===== src/rtl/clif_pkg.sv =====
`timescale 1ns / 1ps

package clif_pkg;

    localparam int unsigned NEURON_COUNT_DEFAULT = 1024;

    localparam int unsigned INDEX_W   = 10;
    localparam int unsigned COUNT_W   = 17;
    localparam int unsigned VOLT_W    = 32;
    localparam int unsigned COND_W    = 24;
    localparam int unsigned SCALE_W   = 24;
    localparam int unsigned REFR_W    = 16;
    localparam int unsigned DG_W      = 40;
    localparam int unsigned CFG_IDX_W = 3;
    localparam int unsigned CFG_W     = 32;

    localparam logic [VOLT_W-1:0]  REST_LEVEL_RESET          = -32'sd257698038;
    localparam logic [VOLT_W-1:0]  INHIBITORY_REVERSAL_RESET = -32'sd343597384;
    localparam logic [VOLT_W-1:0]  FIRE_THRESHOLD_RESET      = -32'sd214748365;
    localparam logic [SCALE_W-1:0] LEAK_STEP_RESET           = 24'd83886;
    localparam logic [SCALE_W-1:0] EXCIT_DECAY_RESET         = 24'd16445006;
    localparam logic [SCALE_W-1:0] INHIB_DECAY_RESET         = 24'd16610280;
    localparam logic [REFR_W-1:0]  REFRACTORY_TICKS_RESET    = 16'd50;

    typedef enum logic [CFG_IDX_W-1:0] {
        REG_REST_LEVEL,
        REG_INHIBITORY_REVERSAL,
        REG_FIRE_THRESHOLD,
        REG_LEAK_STEP,
        REG_EXCIT_DECAY,
        REG_INHIB_DECAY,
        REG_REFRACTORY_TICKS
    } reg_index_t;

    typedef struct packed {
        logic [VOLT_W-1:0]  rest_level;
        logic [VOLT_W-1:0]  inhibitory_reversal;
        logic [VOLT_W-1:0]  fire_threshold;
        logic [SCALE_W-1:0] leak_step;
        logic [SCALE_W-1:0] excit_decay;
        logic [SCALE_W-1:0] inhib_decay;
        logic [REFR_W-1:0]  refractory_ticks;
    } cfg_t;

    typedef struct packed {
        logic [VOLT_W-1:0] membrane;
        logic [REFR_W-1:0] refractory;
    } store_rd_t;

    typedef struct packed {
        logic              en;
        logic [VOLT_W-1:0] membrane;
        logic [REFR_W-1:0] refractory;
    } store_wr_t;

    // Entries reachable through the index field
    function automatic int unsigned store_depth(input int unsigned count);
        return (count < (1 << INDEX_W)) ? count : (1 << INDEX_W);
    endfunction

    function automatic int unsigned addr_width(input int unsigned count);
        return (store_depth(count) > 1) ? $clog2(store_depth(count)) : 1;
    endfunction

endpackage


===== src/rtl/clif_regs.sv =====
`timescale 1ns / 1ps

module clif_regs import clif_pkg::*; (
    input  logic                 clk,
    input  logic                 rst_n,
    input  logic                 cfg_write_en,
    input  logic [CFG_IDX_W-1:0] cfg_index,
    input  logic [CFG_W-1:0]     cfg_data,
    output cfg_t                 cfg
);

    cfg_t cfg_reg;

    always_ff @(posedge clk or negedge rst_n)
    begin
        if (!rst_n)
        begin
            cfg_reg.rest_level          <= REST_LEVEL_RESET;
            cfg_reg.inhibitory_reversal <= INHIBITORY_REVERSAL_RESET;
            cfg_reg.fire_threshold      <= FIRE_THRESHOLD_RESET;
            cfg_reg.leak_step           <= LEAK_STEP_RESET;
            cfg_reg.excit_decay         <= EXCIT_DECAY_RESET;
            cfg_reg.inhib_decay         <= INHIB_DECAY_RESET;
            cfg_reg.refractory_ticks    <= REFRACTORY_TICKS_RESET;
        end
        else if (cfg_write_en)
        begin
            case (reg_index_t'(cfg_index))
                REG_REST_LEVEL:          cfg_reg.rest_level          <= cfg_data;
                REG_INHIBITORY_REVERSAL: cfg_reg.inhibitory_reversal <= cfg_data;
                REG_FIRE_THRESHOLD:      cfg_reg.fire_threshold      <= cfg_data;
                REG_LEAK_STEP:           cfg_reg.leak_step        <= cfg_data[SCALE_W-1:0];
                REG_EXCIT_DECAY:         cfg_reg.excit_decay      <= cfg_data[SCALE_W-1:0];
                REG_INHIB_DECAY:         cfg_reg.inhib_decay      <= cfg_data[SCALE_W-1:0];
                REG_REFRACTORY_TICKS:    cfg_reg.refractory_ticks <= cfg_data[REFR_W-1:0];
                default:
                begin
                end
            endcase
        end
    end

    assign cfg = cfg_reg;

endmodule


===== config.mk =====
export PLATFORM = sky130hd
export DESIGN_NAME = clif_regs
export DESIGN_NICKNAME = d
export VERILOG_FILES = /design/src/rtl/clif_pkg.sv /design/src/rtl/clif_regs.sv
export SDC_FILE = /design/constraint.sdc
export NUM_CORES = 1
export LEC_CHECK = 0
export BUFFER_PORTS_ARGS = -buffer_cell sky130_fd_sc_hd__buf_2
export CAP_MARGIN = 40
export CORE_ASPECT_RATIO = 0.7
export CORE_MARGIN = 2
export CORE_UTILIZATION = 55
export DETAILED_ROUTE_END_ITERATION = 7
export PLACE_DENSITY = 0.85
export SETUP_SLACK_MARGIN = 0.4
export SYNTH_ARGS = -nofsm -noshare
export SYNTH_HDL_FRONTEND = slang
export SYNTH_SLANG_ARGS = --single-unit

===== constraint.sdc =====
create_clock -name clk -period 2.3 [get_ports clk]
set_input_delay 0.23 -clock clk [delete_from_list [all_inputs] [get_ports clk]]
set_output_delay 0.23 -clock clk [all_outputs]
set_load 0.02 [all_outputs]

==> impl_metrics.csv, run 1 <==
group,metric,value,unit
worst_setup_path,cp_num_buf_inv,1,
worst_setup_path,max_stage_delay,0.57,ns
sta,fin_ws,0.914,ns
worst_setup_path,rr_startpoint,"cfg[64]$_DFFE_PN0P_",
synthesis,yosysTopAreaCell,"dfstp_2",
sta,fin_crit,1.39,ns
route,wirelength,16500,µm
synthesis,synth_mux_area_share,30.3,%
sta,worst_pin_slew,0.525,ns
synthesis,yosysUniqueCellTypes,15,
route,ant_nets,0,
floorplan,initial_core_util,57.3,%
floorplan,dieArea,14100,µm²
cts,insertion_delay,0.42,ns
cts,htree_levels,4,
floorplan,num_io_pins,222,
final_layout,stdcell_area,9060,µm²
worst_setup_path,required,2.07,ns
worst_setup_path,startpoint,"cfg[66]$_DFFE_PN1P_",
final_layout,largest_register_ffs,184,
global_routing,grt_start_max_net_pins,68,
hold_path,hold_class,"in -> reg",
worst_setup_path,cp-start-kind,"register",
global_routing,overflow,0,
pwr,p_per_area,1140,nW/µm²
status,status,"complete, no violations",
cts,clockBufferDepth,2,
pwr,peakVddDrop,0.612,mV
final_layout,area_growth,25.5,%
worst_setup_path,crit_type,"reg -> out",
final_layout,n_antenna_cell,0,
synthesis,syn_area,7220,µm²
synthesis,ys_seq_elements,184,
worst_setup_path,r2r-end,"cfg[64]$_DFFE_PN0P_",
global_routing,antenna_found_initial,0,
route,drt_first_pass_iters,4,
final_layout,drive_gt1_share,84.3,%
synthesis,yosysSeqAreaShare,65.5,%
worst_setup_path,end_kind,"output port",
synthesis,synth_top_cell_area_share,35.0,%
flow_run,cap_violations,0,
final_layout,fin_cells,800,
sta,finClkSkew,0,ns
cts,cts_tree,"yes",
sta,finalMaxSlewViolations,0,
floorplan,die_w,141,µm
place,dp_hpwl,11300,µm
sta,fin_tns_setup,0,ns
global_routing,grt_pass1_wl,26200,µm
cts,clock_sinks,184,
sta,post-route-period-util,60.3,%
worst_setup_path,crit_slowest_cell,"dfstp_2",
synthesis,synth-compound-area-share,0,%
synthesis,synth-edff-count,0,
synthesis,synth-simple-area-share,1.60,%
synthesis,synth_xor_area_share,0,%
floorplan,num_rows,34,
place,placedCellCount,767,
sta,rsz0062_at_grt,"false",
global_routing,grt_use_total,24.5,%
sta,slew_headroom,64.9,%
synthesis,synth_ff_type,"dfstp_2",
worst_setup_path,crit_fanout,2,
sta,finalHoldViolations,0,
place,place_area,8450,µm²
synthesis,async_reset_ff_share,100,%
worst_setup_path,worst-r2r-setup-slack,1.50,ns
route,vias_per_cell,5.38,
sta,setup_violations,0,
final_layout,finalNetCount,663,
worst_setup_path,crit_end,"cfg[66]",
global_routing,first_global_vias,4637,
floorplan,core,12600,µm²
floorplan,die_h,99.8,µm
place,place_congestion,0.781,
route,drt_iter0_drc,87,
synthesis,synthTopCellsByArea,"dfstp_2 (35%), dfrtp_1 (31%), mux2_2 (23%), mux2_4 (6.2%), mux2_1 (1.4%)",
worst_setup_path,crit_chain,"buf_2",
synthesis,synth_top_family_by_area,"multiplexers",
pwr,p_leak,4.22,nW
place,pre_cts_slack,0.590,ns
synthesis,syn_avg_cell_area,18.1,µm²
worst_setup_path,critPathTopFamily,"flip-flops",
synthesis,synth_fa_ha_area_share,0,%
sta,clock.fmax,722,MHz
route,drc,0,
worst_setup_path,path_depth,1,
synthesis,syn_nets,436,
cts,numCtsBuffers,17,
place,io_buffers,221,
cts,cts_setup_buffers,0,
cts,root_buffer,"clkbuf_16",
route,vias,4305,
synthesis,syn_inst,398,
route,wl_per_cell,20.6,µm
worst_setup_path,cp.arrival,1.16,ns
final_layout,postLayoutCoreUtil,71.9,%
synthesis,yosysWarnings,0,
worst_setup_path,r2r_cells,1,
cts,clkTransAtPathRegs,0.07,ns
-- placed cells by master (no fill, tap or decap), types with 2 or more instances in the layout --
cell type	netlist	final
and4bb_2	1	3
buf_12	0	3
buf_2	7	220
buf_4	6	5
bufinv_16	0	2
clkbuf_1	0	2
clkbuf_16	0	17
clkinvlp_4	0	2
dfrtp_1	88	88
dfstp_2	96	96
inv_6	0	5
inv_8	0	3
mux2_1	9	9
mux2_2	145	145
mux2_4	30	30
nand4b_2	2	2
-- repair_timing --
action / 4_1_cts / 5_1_grt
hold endpoints to repair: 27 / 0
resized for setup: 0 / 0
hold buffers: 1 / 0
-- synthesized netlist by cell type, types with 2 or more instances --
library cell    n
and4bb_1        2
buf_2           7
buf_4           6
buf_6           5
buf_8           3
clkbuf_2        2
dfrtp_1        88
dfstp_2        96
mux2_1          9
mux2_2        145
mux2_4         30
nand4b_2        2
-- stage by stage --
step                      total power, mW  hold WS, ns
after CTS                            10.4       0.0616
after global placement               7.27        0.216
after global routing                 10.7       0.0646
after detailed placement             7.41        0.226
after floorplan                      6.31      -0.0656
final                                10.3       0.0761
-- power breakdown --
| group | internal [mW] | switching [mW] |
|---|---|---|
| Sequential | 4.22 | 0.400 |
| Combinational | 1.12 | 1.60 |
| Clock | 1.64 | 1.30 |
-- final cells by class --
cell class	count	area [µm²]
clock buffers	19	433
clock inverters	13	161
fillers	821	3540
multi-input cells	191	2300
flip-flops and latches	184	4720
well taps	162	203
repair buffers	231	1230
-- layer usage --
| metal | track usage [%] | wire, µm | vias up | share of wire (%) |
|---|---|---|---|---|
| met5 | 0 | 0 | - | 0 |
| met4 | 8.69 | 255 | 0 | 1.5 |
| met3 | 6.44 | 1030 | 17 | 6.2 |
| met2 | 40.9 | 8180 | 148 | 50 |
| met1 | 31.6 | 7000 | 2264 | 43 |
| li1 | - | - | 1876 | - |
-- worst min-delay path by stage --
stage,startpoint,endpoint,slack (ns),cells after the start
4_1_cts,cfg_data[25],cfg[177]$_DFFE_PN0P_,0.06,2
5_1_grt,cfg_data[30],cfg[118]$_DFFE_PN1P_,0.06,2
6_report,cfg_data[28],cfg[180]$_DFFE_PN1P_,0.08,2
3_3_place_gp,rst_n,cfg[120]$_DFFE_PN0P_,0.22,1
2_1_floorplan,rst_n,cfg[0]$_DFFE_PN0P_,-0.07,0
3_5_place_dp,rst_n,cfg[120]$_DFFE_PN0P_,0.23,1
-- logic make-up (layout without fill, tap and decap cells) --
family | Yosys count | in the layout
multiplexers | 184 | 184
AND/OR/NAND/NOR | 7 | 7
buffers and inverters | 23 | 263
flip-flops | 184 | 184
No activity file was read; power rests on OpenSTA's default activity.
==> run 2, diff against run 1 <==
- CORE_UTILIZATION: 55 -> 46
- PLACE_DENSITY: 0.85 -> 0.76
- clock period: 2.3 -> 1.2 ns (I/O delays scaled with it)
==> run 2 against run 1 <==
Clock power up 110%; clock skew did not move; via count increased by 20%; the run now ends with setup timing left; highest routed layer unchanged; first-iteration DRC count grew to 2.7 times the previous value; sequential power rose by 100%; count of clock-buffer cells in the layout is 1 lower; core utilization is 11 points higher; global-route usage grew 2.5 points; largest cell class unchanged; final cell count up 24%; non-clock buffer count up 155; cell area grew 41%.
==> impl_metrics.csv, run 2 (synthesis gave the netlist of run 1 again) <==
group,metric,value,unit
status,status,"finished, violations left",
status,violations,"setup timing",
floorplan,num_rows,38,
sta,slew_headroom,81.1,%
sta,holdWs,0.0125,ns
sta,fin_ws,-0.0492,ns
sta,clock.fmax,800,MHz
place,pre_cts_slack,-0.234,ns
cts,numCtsBuffers,17,
final_layout,layout_common_cells,"buf_6 (274), mux2_4 (152), dfstp_2 (96)",
worst_setup_path,critPathTopFamily,"flip-flops",
place,io_buffers,221,
final_layout,stdcell_area,12800,µm²
worst_setup_path,cp_num_buf_inv,1,
worst_setup_path,crit_slowest_cell,"dfstp_2",
floorplan,die_h,109,µm
global_routing,first_global_vias,5404,
place,place_area,9000,µm²
worst_setup_path,max_stage_delay,0.57,ns
cts,clockBufferDepth,2,
cts,htree_levels,4,
final_layout,fillers,694,
cts,root_buffer,"clkbuf_16",
worst_setup_path,crit_fanout,2,
cts,clkTransAtPathRegs,0.07,ns
worst_setup_path,required,1.08,ns
route,drt_first_pass_iters,6,
place,place_congestion,0.763,
flow_run,cap_violations,0,
final_layout,area_growth,77.4,%
place,dp_hpwl,11700,µm
route,vias,5178,
floorplan,initial_core_util,46.8,%
route,wl_per_cell,25.7,µm
sta,finalHoldViolations,0,
worst_setup_path,end_kind,"output port",
final_layout,largest_register_ffs,184,
floorplan,dieArea,16700,µm²
sta,post-route-period-util,104,%
sta,fin_tns_setup,-1.94,ns
route,drt_iter0_drc,233,
sta,finalMaxSlewViolations,0,
worst_setup_path,cp.arrival,1.13,ns
global_routing,grt_pass1_wl,33400,µm
route,vias_per_cell,5.21,
global_routing,antenna_found_initial,1,
sta,setup_violations,92,
final_layout,finalNetCount,818,
pwr,p_leak,6.07,nW
sta,fin_crit,1.25,ns
global_routing,grt_use_total,27.0,%
final_layout,postLayoutCoreUtil,83.1,%
route,drc,0,
sta,finClkSkew,0,ns
hold_path,hold_class,"in -> reg",
cts,clock_sinks,184,
floorplan,die_w,154,µm
global_routing,grt_start_max_net_pins,65,
floorplan,num_io_pins,222,
worst_setup_path,cp-start-kind,"register",
final_layout,drive_gt1_share,87.0,%
cts,cts_tree,"yes",
route,ant_nets,0,
global_routing,overflow,0,
pwr,p_per_area,1940,nW/µm²
worst_setup_path,crit_chain,"buf_6",
floorplan,core,15400,µm²
pwr,peakVddDrop,1.45,mV
sta,worst_pin_slew,0.283,ns
final_layout,final_common_cell,"buf_6",
cts,insertion_delay,0.43,ns
route,wirelength,25600,µm
worst_setup_path,crit_type,"reg -> out",
sta,rsz0062_at_grt,"true",
## run 2: area by class of cell
| class | count | area, µm² | area share, % |
|---|---|---|---|
| Antenna cell | 1 | 2.50 | 0.0195 |
| Clock buffer | 18 | 429 | 3.35 |
| Clock inverter | 14 | 196 | 1.53 |
| Multi-Input combinational cell | 191 | 2790 | 21.8 |
| Sequential cell | 184 | 4720 | 36.9 |
| Tap cell | 200 | 250 | 1.95 |
| Timing Repair Buffer | 386 | 4410 | 34.5 |
## run 2: repair_timing
action,4_1_cts,5_1_grt
hold buffers,14,0
gates cloned,8,8
gates resized for setup,426,93
setup endpoints to repair,293,359
hold endpoints to repair,142,0
buffers inserted,65,51
pin swaps,2,3
## run 2: path summary, 6_finish.rpt
kind | startpoint | to | slack [ns] | depth (start not counted)
setup / recovery | cfg[145]$_DFFE_PN1P_ | cfg[145] | -0.05 | 1
hold / removal | cfg_data[22] | cfg[110]$_DFFE_PN0P_ | 0.01 | 2
setup reg to reg | cfg[40]$_DFFE_PN0P_ | cfg[40]$_DFFE_PN0P_ | 0.17 | 3
hold reg to reg | cfg[79]$_DFFE_PN0P_ | cfg[79]$_DFFE_PN0P_ | 0.53 | 1
max in group asynchronous | rst_n | cfg[54]$_DFFE_PN1P_ | 0.47 | 3
min in group asynchronous | rst_n | cfg[17]$_DFFE_PN0P_ | 0.12 | 2
## run 2: where the power goes
group | switching [mW] | leakage [nW] | internal [mW]
Clock | 2.55 | 0.303 | 3.51
Sequential | 1.25 | 2.06 | 8.12
Combinational | 3.76 | 3.70 | 5.69
Total | 7.56 | 6.07 | 17.3
## run 2: routing by layer
layer	track usage, %	vias up	wire length, µm
met3	6.96	51	1600
met1	33.7	2734	10100
met2	46.6	203	13100
met5	0	-	0
met4	8.98	0	691
li1	-	2190	-
## run 2: metrics by stage
stage / cells / total power, mW
floorplan: 398 / 12.5
global placement: 815 / 14.5
detailed placement: 815 / 14.6
CTS: 934 / 23.5
global route: 994 / 25.7
finish: 994 / 24.9
==> run 3, diff against run 2 <==
- CORE_UTILIZATION: 46 -> 55
- PLACE_DENSITY: 0.76 -> 0.85
- clock period: 1.2 -> 1.6 ns (I/O delays scaled with it)
==> run 3 against run 2 <==
The flow now finishes without violations; first-iteration DRC count down 27%; final cell count fell by 15%; hold slack better by 0.0040 ns; die area shrank 16%; sequential power down 27%; cell area shrank 19%; critical endpoint is now cfg[46]; setup slack improved by 0.38 ns; sequential share of layout area grew 8.8 points; clock skew did not move.
==> impl_metrics.csv, run 3 (synthesis gave the netlist of run 1 again) <==
group,metric,value,unit
pwr,p_leak,4.87,nW
route,drt_iter0_drc,170,
worst_setup_path,crit_chain,"buf_6",
worst_setup_path,required,1.44,ns
final_layout,drive_gt1_share,86.3,%
route,drc,0,
final_layout,fillers,627,
final_layout,final_common_cell,"buf_2",
floorplan,die_h,99.8,µm
cts,numCtsBuffers,17,
sta,fin_crit,1.27,ns
sta,fin_ws,0.334,ns
floorplan,num_rows,34,
cts,cts_tree,"yes",
worst_setup_path,cp_num_buf_inv,1,
sta,worst_pin_slew,0.467,ns
place,place_congestion,0.815,
worst_setup_path,r2r_cells,3,
route,drt_first_pass_iters,4,
final_layout,multi_input_area,2600,µm²
pwr,peakVddDrop,0.981,mV
sta,setup_violations,0,
worst_setup_path,worst-r2r-setup-slack,0.62,ns
cts,clockBufferDepth,2,
cts,insertion_delay,0.41,ns
sta,fin_tns_setup,0,ns
worst_setup_path,cp-start-kind,"register",
cts,htree_levels,4,
route,wirelength,18700,µm
flow_run,cap_violations,0,
final_layout,layout_common_cells,"buf_2 (124), mux2_4 (110), buf_6 (97)",
final_layout,finalNetCount,706,
route,ant_nets,0,
floorplan,die_w,141,µm
global_routing,grt_use_total,27.3,%
worst_setup_path,r2r-end,"cfg[118]$_DFFE_PN1P_",
sta,finalMaxSlewViolations,0,
pwr,p_per_area,1570,nW/µm²
cts,root_buffer,"clkbuf_16",
hold_path,hold_class,"in -> reg",
sta,finClkSkew,0,ns
global_routing,overflow,0,
floorplan,core,12600,µm²
worst_setup_path,rr_startpoint,"cfg[118]$_DFFE_PN1P_",
cts,clock_sinks,184,
final_layout,regArea,4720,µm²
worst_setup_path,end_kind,"output port",
floorplan,num_io_pins,222,
place,io_buffers,221,
status,status,"complete, no violations",
hold_path,min_path_cells,2,
worst_setup_path,crit_slowest_cell,"dfstp_2",
floorplan,dieArea,14100,µm²
place,pre_cts_slack,0.0890,ns
global_routing,first_global_vias,4963,
route,wl_per_cell,22.2,µm
floorplan,initial_core_util,57.3,%
place,dp_hpwl,12000,µm
final_layout,n_antenna_cell,0,
sta,rsz0062_at_grt,"true",
global_routing,grt_start_max_net_pins,46,
cts,clkTransAtPathRegs,0.07,ns
worst_setup_path,critPathTopFamily,"flip-flops",
sta,post-route-period-util,79.1,%
hold_path,holdPathEnd,"cfg[183]$_DFFE_PN1P_",
final_layout,area_growth,43.4,%
worst_setup_path,max_stage_delay,0.56,ns
sta,clock.fmax,790,MHz
final_layout,largest_register_ffs,184,
route,vias,4508,
worst_setup_path,crit_type,"reg -> out",
global_routing,grt_pass1_wl,28800,µm
hold_path,min-delay-start,"cfg_data[31]",
route,vias_per_cell,5.35,
worst_setup_path,crit_fanout,2,
global_routing,antenna_found_initial,0,
worst_setup_path,cp.arrival,1.11,ns
sta,slew_headroom,68.8,%
sta,finalHoldViolations,0,
run 3: through the flow:
step / hold WS [ns] / power (mW) / utilization [%] / instances / area, µm²
detailed placement: 0.123 / 11.0 / 70.6 / 778 / 8890
global placement: 0.116 / 10.8 / 70.6 / 778 / 8890
floorplan: -0.136 / 9.36 / - / 398 / 7610
finish: 0.0165 / 16.2 / 82.2 / 843 / 10300
CTS: 0.00142 / 16.1 / 81.4 / 831 / 10300
global route: 0.00572 / 16.9 / 82.2 / 843 / 10300
run 3: per-layer routing:
metal | GRT usage [%] | share of wire (%)
met4 | 10.5 | 2.5
met5 | 0 | 0
met1 | 35.2 | 42
met3 | 6.44 | 3.9
met2 | 45.7 | 52
run 3: layout make-up:
type	instances	area share, %
Tap cell	162	1.96
Clock buffer	20	4.41
Clock inverter	12	1.35
Sequential cell	184	45.7
Timing Repair Buffer	274	21.5
Multi-Input combinational cell	191	25.1
run 3: what timing repair did:
| item | CTS | global route |
|---|---|---|
| endpoints found under the hold margin | 40 | 1 |
| setup endpoints to repair | 96 | 96 |
| gates cloned | 0 | 0 |
| hold buffers | 3 | 1 |
| buffers inserted | 18 | 11 |
| resized for setup | 192 | 0 |
run 3: worst register-to-register path, delay by kind of cell, from the launching register on:
family,cells,cell delay [ns]
buf+inv,2,0.26
flops,1,0.39
mux,1,0.26
run 3: worst max path at each step:
stage                           end  depth (start not counted)            startpoint  slack [ns]
2_1_floorplan  cfg[152]$_DFFE_PN0P_                          4          cfg_index[2]        0.22
3_3_place_gp   cfg[170]$_DFFE_PN0P_                          4          cfg_index[2]        0.14
3_5_place_dp   cfg[170]$_DFFE_PN0P_                          4          cfg_index[2]        0.09
4_1_cts                    cfg[164]                          1  cfg[164]$_DFFE_PN1P_        0.33
5_1_grt                     cfg[46]                          1   cfg[46]$_DFFE_PN1P_        0.30
6_report                    cfg[46]                          1   cfg[46]$_DFFE_PN1P_        0.33
run 3: power breakdown:
group          total, mW  internal [mW]  switching [mW]  leakage [nW]
registers           6.83           6.09           0.739          2.06
clock network       4.24           2.41            1.83         0.284
logic               5.16           2.71            2.45          2.52
total               16.2           11.2            5.02          4.87
